[config.mk]
export PLATFORM = sky130hd
export DESIGN_NAME = dmm_mac
export DESIGN_NICKNAME = d
export VERILOG_FILES = /design/src/rtl/dmm_pkg.sv /design/src/rtl/dmm_mac.sv
export SDC_FILE = /design/constraint.sdc
export NUM_CORES = 1
export LEC_CHECK = 0
export BUFFER_PORTS_ARGS = -buffer_cell sky130_fd_sc_hd__buf_2
export CAP_MARGIN = 5
export CORE_MARGIN = 4
export CORE_UTILIZATION = 56
export DETAILED_ROUTE_END_ITERATION = 8
export HOLD_SLACK_MARGIN = 0.02
export PLACE_DENSITY_LB_ADDON = 0.15
export SLEW_MARGIN = 30
export SYNTH_ARGS = -nofsm -noshare
export SYNTH_HDL_FRONTEND = slang
export SYNTH_SLANG_ARGS = --single-unit
[constraint.sdc]
create_clock -name clk -period 7.2 [get_ports clk]
set_input_delay 0.72 -clock clk [delete_from_list [all_inputs] [get_ports clk]]
set_output_delay 0.72 -clock clk [all_outputs]
set_load 0.02 [all_outputs]
[src/rtl/dmm_pkg.sv]
// ============================================================================
// dmm_pkg
// Shared widths, command and register codes, and control types for the
// dense matrix multiply block.
// ============================================================================
`default_nettype none

package dmm_pkg;

    // Transaction field widths.
    localparam int CMD_W     = 2;
    localparam int INDEX_W   = 6;
    localparam int VALUE_W   = 16;
    localparam int PRODUCT_W = 38;

    // Configuration port.
    localparam int CFG_INDEX_W = 2;
    localparam int CFG_DATA_W  = 7;

    // Command codes.
    localparam logic [CMD_W-1:0] CMD_LOAD_A = 2'd0;
    localparam logic [CMD_W-1:0] CMD_LOAD_B = 2'd1;
    localparam logic [CMD_W-1:0] CMD_READ   = 2'd2;

    // Configuration register indexes.
    localparam logic [CFG_INDEX_W-1:0] REG_ROWS_A    = 2'd0;
    localparam logic [CFG_INDEX_W-1:0] REG_INNER_LEN = 2'd1;
    localparam logic [CFG_INDEX_W-1:0] REG_COLS_B    = 2'd2;

    localparam logic [CFG_DATA_W-1:0] SIZE_RESET = 7'd64;

    // Control from the sequencer to the multiply-accumulate unit.
    typedef struct packed {
        logic clear;   // zero the accumulator at the start of a read
        logic issue;   // a pair of store reads was issued this cycle
    } mac_ctl_t;

endpackage

`default_nettype wire

[src/rtl/dmm_mac.sv]
// ============================================================================
// dmm_mac
// Multiply-accumulate unit: registers the product of the two store outputs,
// then adds it into a wrapping Q22.16 accumulator.
// ============================================================================
`default_nettype none

module dmm_mac #(
    parameter int ELEM_WIDTH = 16
) (
    input  wire logic                                  clk,
    input  wire logic                                  rst_n,
    input  wire dmm_pkg::mac_ctl_t                     ctl,
    input  wire logic        [ELEM_WIDTH-1:0]          a_data,
    input  wire logic        [ELEM_WIDTH-1:0]          b_data,
    output logic                                       busy,
    output logic signed      [dmm_pkg::PRODUCT_W-1:0]  acc
);

    localparam int PROD_W = 2 * ELEM_WIDTH;

    logic                                   data_vld_reg;
    logic                                   prod_vld_reg;
    logic signed [PROD_W-1:0]               prod_reg;
    logic signed [dmm_pkg::PRODUCT_W-1:0]   acc_reg;
    logic signed [dmm_pkg::PRODUCT_W-1:0]   acc_next;

    // Store data arrives in the cycle after the issue strobe.
    always_ff @(posedge clk or negedge rst_n)
    begin
        if (!rst_n)
        begin
            data_vld_reg <= 1'b0;
            prod_vld_reg <= 1'b0;
        end
        else
        begin
            data_vld_reg <= ctl.issue;
            prod_vld_reg <= data_vld_reg;
        end
    end

    always_ff @(posedge clk)
    begin
        if (data_vld_reg)
        begin
            prod_reg <= PROD_W'($signed(a_data)) * PROD_W'($signed(b_data));
        end
    end

    // The sum wraps modulo 2^PRODUCT_W; the product is sign-extended or cut.
    always_comb
    begin
        acc_next = acc_reg;
        if (ctl.clear)
        begin
            acc_next = '0;
        end
        else if (prod_vld_reg)
        begin
            acc_next = acc_reg + dmm_pkg::PRODUCT_W'(prod_reg);
        end
    end

    always_ff @(posedge clk)
    begin
        acc_reg <= acc_next;
    end

    assign busy = data_vld_reg | prod_vld_reg;
    assign acc  = acc_reg;

endmodule

`default_nettype wire
After elaboration in Yosys (flattened, before gate mapping)
Index checks and enable logic that the tools add are counted.

Register bits after elaboration: 72. Input bits: 36. Output and inout bits: 39. Word-level logic and storage cells: 7.

Add/subtract/negate cells: 1. Multipliers: 1. Bitwise gates (word level): 1.

Operators with widths (number): adder 38 x 32 -> 38 bit (1); multiplier 16 x 16 -> 32 bit (1); OR 1 bit (1).

Longest topological paths before layout
Gate-level depths: netlist of run 1.

Depth in word-level cells: 1. Mapped depth: 25. Mapped depth without buffers: 24.

Worst setup path before layout of run 1
Ideal clock, no wire load.

Path kind: in2reg. Start point: input port b_data[7]. End point: register prod_reg[30], data pin. Library setup time: 258 ps. Arrival time: 6147 ps. Required time: 6942 ps. Setup slack: 795 ps. Stages: 25. Path buffers: 1. Cells stage by stage: clkbuf_1 -> nand2_1 -> fa_1 -> inv_1 -> fa_1 -> inv_1 -> fa_1 -> inv_1 -> fa_1 -> fa_1 -> inv_1 -> fa_1 -> inv_1 -> ha_1 -> a21o_1 -> a21o_1 -> a21oi_1 -> o21ai_0 -> a22oi_1 -> o31a_1 -> a211o_1 -> nand3_1 -> a31o_2 -> a21oi_1 -> xnor2_1.

Cells in the longest elaborated chain, start to end: 1.

Ends and longest elaborated chain: start, declared (line dmm_mac.sv:15) `input wire logic [ELEM_WIDTH-1:0] b_data,`; multiplier 16 x 16 -> 32 bit (line dmm_mac.sv:47) `prod_reg <= PROD_W'($signed(a_data)) * PROD_W'($signed(b_data));`; end signal, assigned (line dmm_mac.sv:47); end, declared (line dmm_mac.sv:24) `logic signed [PROD_W-1:0] prod_reg;`.

Every way passes these cells. A chain may end at the register's enable or synchronous reset.

Final worst setup path of run 1
Start point: input port b_data[7]. End point: register prod_reg[31], data pin.

Same word-level chain as after synthesis.

==> results.py, run 1 <==
metrics = {
    "clock_network": {
        "clockBufferDepth": 2,
        "postCtsSetupRepairBufs": 0,
        "cts_hold_buf": 0,
        "ctsResizeCount": 0,
        "clock-sinks": 72,
        "cts_tree": "built",
        "cts_buffers": 9,
        "clock_latency_ns": 0.33,
        "htree_levels": 3,
        "clk_pin_slew_ns": 0.07,
        "cts-root-buf": "clkbuf_16",
    },
    "global_route": {
        "grt_use_total_pct": 23.6,
        "gr-total-overflow": 0,
        "grt_first_pass_wirelength_um": 53600,
        "antenna_found_initial": 0,
        "grt_max_degree": 45,
        "grt_pass1_vias": 10500,
    },
    "synth": {
        "yosys.area_share.xor_xnor_pct": 4.26,
        "ys_ff_latch": 72,
        "synthesis.area_um2": 14000,
        "synth.distinct_cells": 63,
        "synth.area.mux_share_pct": 2.47,
        "synth_adder_area_share_pct": 48.4,
        "ys_seq_area_share_pct": 12.7,
        "synth-compound-area-share_pct": 8.25,
        "syn-num-nets": 1904,
        "synth-edff-count": 32,
        "synthCells": 1486,
        "synthSimpleGateAreaFrac_pct": 14.6,
        "ys_warn_count": 0,
        "yosys_most_used_dff": "dfxtp_1",
        "synth_top_family_by_area": "adder cells",
        "postSynthAreaPerCell_um2": 9.40,
        "synthArstFlopShare_pct": 2.78,
    },
    "worst_setup_path": {
        "crit_required_ns": 7.26,
        "r2r_setup_slack_ns": 3.82,
        "slowest_delay_ns": 0.60,
        "crit_buf_inv": 4,
        "r2r_cells": 12,
        "slowest_stage": "fa_1",
        "cp.depth": 21,
        "crit_end": "prod_reg[31]",
        "worst_ep_arrival_time_ns": 6.63,
        "crit_chain": "buf_2 > nand2_1 > fa_1 > inv_1 > fa_1 > fa_1 > fa_1 > fa_1 > inv_1 > fa_1 > inv_1 > ha_1 > nand4_1 > nor3_1 > nand4_1 > o31ai_1 > a31oi_1 > a311oi_1 > o21a_1 > nor2_1 > xnor2_1",
        "timing.rr.end": "acc[36]",
        "crit_path_end_kind": "flop",
        "crit_start": "b_data[7]",
        "timing.rr.start": "prod_reg[2]",
        "crit_type": "input pin to flop",
        "crit_fanout": 16,
        "start_kind": "input pin",
        "crit_top_cell": "fa_1",
        "crit_family": "adder cells",
    },
    "final_layout": {
        "finish.net_count": 1953,
        "largest_reg_flops": 38,
        "fill_cells": 2193,
        "drive_gt1_share_pct": 7.27,
        "antenna_cells": 0,
        "areaGrowthSynthToFinish_pct": 6.96,
    },
    "job": {
        "maxCapViolations": 0,
    },
    "timing": {
        "grt_setup_unrepaired": "no",
        "relSlewSlack_pct": 48.9,
        "final_max_slew_viol_count": 0,
        "max_freq_mhz": 152,
        "layout_min_cycle_time_ns": 6.57,
        "setup_viol": 0,
        "clock_skew_ns": 0.0162,
        "tns_ns": 0,
        "hold_viol": 0,
        "worst_pin_slew_ns": 0.766,
        "finalCritPeriodShare_pct": 91.3,
    },
    "detailed_routing": {
        "dr.pass1.iters": 4,
        "viasPerCell": 5.28,
        "drt-total-wl_um": 31200,
        "routedWlPerCell_um": 16.7,
        "drc_errors": 0,
        "antenna_left": 0,
        "via_count": 9851,
        "drt_iter0_markers": 513,
    },
    "worst_hold_path": {
        "hold_path.class": "input pin to asynchronous set/reset pin",
    },
    "die": {
        "boundaryPins": 75,
        "die-area_um2": 27500,
        "dieWidth_um": 166,
        "fp.dieH_um": 166,
        "core_um2": 24400,
        "start_util_pct": 57.3,
        "row_count": 57,
    },
    "placed_design": {
        "post-dp-hpwl_um": 26000,
        "gp_congestion": 0.902,
        "port_buffers": 74,
    },
    "status": {
        "status": "finished clean",
    },
}
-- per-layer routing --
metal | vias up | global-route usage [%] | wire [µm] | part of all wire, %
met4 | 0 | 4.88 | 434 | 1.4
met2 | 288 | 36.3 | 13800 | 44
li1 | 4706 | - | - | -
met3 | 30 | 4.74 | 2200 | 7.1
met1 | 4827 | 35.2 | 14800 | 47
met5 | - | 0 | 0 | 0
-- synthesized netlist by cell type, types with 6 or more instances --
master,n,area (µm²)
fa_1,263,5270
o21bai_1,9,67.6
ha_1,119,1490
mux2i_1,33,330
a31oi_1,9,56.3
a21oi_1,47,235
o21ai_0,25,125
o21a_1,6,45.0
nand2_1,146,548
xnor2_1,51,447
nor2_1,74,278
clkbuf_1,41,154
nand4_1,6,37.5
dfxtp_1,38,761
xor2_1,17,149
and2_1,130,813
inv_1,305,1140
nand2b_1,18,113
nor3_1,9,45.0
a21o_1,35,263
nand3_1,11,55.1
edfxtp_1,32,961
-- placed cells by master (no fill, tap or decap), drive strengths merged, types with 12 or more instances in the layout --
cell and instances:
mux2i 33, buf 83, nand3 12, dfxtp 38
nand2b 18, a21o 35, o21ai 27, nor2 74
xnor2 51, fa 263, nand2 146, a21oi 48
inv 306, xor2 17, and2 132, ha 119
edfxtp 32
-- metrics by stage --
stage                     hold slack, ns  worst slack, ns  instances  instance area [µm²]  utilization, %
after floorplan                    0.424            0.795       1486                14000               -
after global placement             0.488            0.406       1848                14600            60.0
after detailed placement           0.508            0.280       1848                14600            60.0
after CTS                          0.142            0.637       1864                14900            61.2
after global routing               0.141            0.216       1864                14900            61.2
final                              0.156            0.627       1864                14900            61.2
-- how the worst min path moves through the flow --
stage | endpoint | slack [ns] | cells past startpoint
finish | data_vld_reg | 0.16 | 1
global route | data_vld_reg | 0.14 | 1
CTS | data_vld_reg | 0.14 | 1
detailed placement | data_vld_reg | 0.51 | 1
global placement | acc[36] | 0.49 | 2
floorplan | data_vld_reg | 0.42 | 0
-- kinds of logic (layout without fill, tap and decap cells) --
| logic type | Yosys count | in the layout |
|---|---|---|
| xor+xnor | 68 | 68 |
| buf+inv | 350 | 404 |
| flops | 72 | 72 |
| mux | 34 | 34 |
| simple gates | 413 | 413 |
| compound gates | 167 | 167 |
| fa+ha+maj | 382 | 382 |
-- layout make-up --
cell class / instances / area, µm² / area share, %
sequential: 72 / 1770 / 11.9
tap: 324 / 405 / 2.71
timing repair buffer: 83 / 438 / 2.93
clock buffer: 10 / 229 / 1.53
multi-input combinational: 1064 / 10900 / 72.8
inverter: 305 / 1140 / 7.66
clock inverter: 6 / 67.6 / 0.452
Power of run 1 is left out: the tool's default activity adds up to more than one toggle a clock period on the data nets, which glitch-free logic cannot reach.
==> inputs of run 2 (changes only) <==
--- a/config.mk
+++ b/config.mk
@@ -11,7 +11,7 @@
 export CORE_UTILIZATION = 56
 export DETAILED_ROUTE_END_ITERATION = 8
 export HOLD_SLACK_MARGIN = 0.02
-export PLACE_DENSITY_LB_ADDON = 0.15
+export PLACE_DENSITY = 0.71
 export SLEW_MARGIN = 30
 export SYNTH_ARGS = -nofsm -noshare
 export SYNTH_HDL_FRONTEND = slang
==> results.py, run 2 (synthesis gave the netlist of run 1 again) <==
metrics = {
    "final_layout": {
        "layout_common_cells": "inv_1, fa_1, nand2_1",
        "antenna_cells": 0,
        "finish.net_count": 1951,
        "largest_reg_flops": 38,
        "mostFrequentLayoutCell": "inv_1",
        "drive_gt1_share_pct": 7.09,
        "areaGrowthSynthToFinish_pct": 6.86,
    },
    "timing": {
        "max_freq_mhz": 154,
        "grt_setup_unrepaired": "no",
        "setup_viol": 0,
        "final_max_slew_viol_count": 0,
        "clock_skew_ns": 0.0127,
        "layout_min_cycle_time_ns": 6.51,
        "worst_pin_slew_ns": 0.833,
        "finalCritPeriodShare_pct": 90.5,
        "relSlewSlack_pct": 44.4,
        "tns_ns": 0,
        "hold_viol": 0,
    },
    "placed_design": {
        "post-dp-hpwl_um": 27000,
        "port_buffers": 74,
        "gp_congestion": 0.919,
    },
    "clock_network": {
        "cts_tree": "built",
        "cts_hold_buf": 0,
        "clock_latency_ns": 0.34,
        "clock-sinks": 72,
        "ctsResizeCount": 0,
        "clockBufferDepth": 2,
        "cts_buffers": 9,
        "cts-root-buf": "clkbuf_16",
        "htree_levels": 3,
        "clk_pin_slew_ns": 0.06,
        "postCtsSetupRepairBufs": 0,
    },
    "detailed_routing": {
        "drc_errors": 0,
        "drt_iter0_markers": 584,
        "dr.pass1.iters": 5,
        "drt-total-wl_um": 32200,
        "viasPerCell": 5.36,
        "via_count": 9985,
        "routedWlPerCell_um": 17.3,
        "antenna_left": 0,
    },
    "status": {
        "status": "finished clean",
    },
    "global_route": {
        "grt_pass1_vias": 10600,
        "antenna_found_initial": 1,
        "grt_max_degree": 45,
        "grt_use_total_pct": 23.8,
        "gr-total-overflow": 0,
        "grt_first_pass_wirelength_um": 53900,
    },
    "job": {
        "maxCapViolations": 0,
    },
    "die": {
        "dieWidth_um": 166,
        "die-area_um2": 27500,
        "fp.dieH_um": 166,
        "core_um2": 24400,
        "start_util_pct": 57.3,
        "boundaryPins": 75,
        "row_count": 57,
    },
    "worst_setup_path": {
        "slowest_delay_ns": 0.75,
        "worst_ep_arrival_time_ns": 6.59,
        "crit_path_end_kind": "flop",
        "slowest_stage": "fa_1",
        "crit_fanout": 16,
        "r2r_cells": 14,
        "start_kind": "input pin",
        "crit_required_ns": 7.28,
        "crit_top_cell": "fa_1",
        "crit_chain": "buf_2 > nand2_1 > inv_1 > fa_1 > fa_1 > fa_1 > fa_1 > fa_1 > inv_1 > fa_1 > inv_1 > ha_1 > nand4_1 > nor3_1 > nand4_1 > o31ai_1 > a31oi_1 > a311oi_1 > o21a_1 > nor2_1 > xnor2_1",
        "crit_type": "input pin to flop",
    },
    "worst_hold_path": {
        "hold_path.class": "input pin to asynchronous set/reset pin",
    },
}
[run 2: cell count changes in the layout (fill, tap and decap cells not counted)]
cell        delta
clkbuf_1       +1
clkbuf_8       +1
inv_4          +2
buf_4          -2
clkinvlp_4     -2
inv_6          -1
clkinv_2       -1
[run 2: per-stage QoR]
step,instances,utilization [%],setup slack (ns),hold WS [ns],cell area (µm²)
finish,1862,61.2,0.687,0.152,14900
CTS,1862,61.2,0.660,0.143,14900
global route,1862,61.2,0.368,0.138,14900
detailed placement,1846,60.0,0.296,0.505,14600
floorplan,1486,-,0.795,0.424,14000
global placement,1846,60.0,0.421,0.488,14600
[run 2: worst paths after layout]
| path | startpoint | slack, ns | to |
|---|---|---|---|
| max in group asynchronous | rst_n | 6.95 | prod_vld_reg |
| max reg2reg | prod_reg[0] | 3.76 | acc[36] |
| min | rst_n | 0.15 | prod_vld_reg |
| min in group clk | ctl[0] | 0.49 | data_vld_reg |
| min reg2reg | acc[36] | 0.51 | acc[36] |
| max | b_data[1] | 0.69 | prod_reg[31] |
[run 2: critical path, delay by kind of cell]
family	cells	cell delay [ns]
compound gates	4	1.02
xor+xnor	1	0.12
fa+ha+maj	7	3.58
buf+inv	4	0.40
simple gates	5	0.74
[run 2: cell type report]
cell class,instances,area [µm²]
Clock buffer,12,246
Clock inverter,4,51.3
Fill cell,2125,9470
Inverter,305,1140
Multi-Input combinational cell,1064,10900
Sequential cell,72,1770
Tap cell,324,405
Timing Repair Buffer,81,423
[run 2: per-layer routing]
| metal | wire, µm | vias up | global-route usage [%] |
|---|---|---|---|
| met5 | 13 | - | 0 |
| met1 | 14800 | 4972 | 34.0 |
| li1 | - | 4688 | - |
| met2 | 14700 | 292 | 37.6 |
| met3 | 2460 | 31 | 6.52 |
| met4 | 271 | 2 | 3.84 |
Power of run 2 is left out for the same reason.
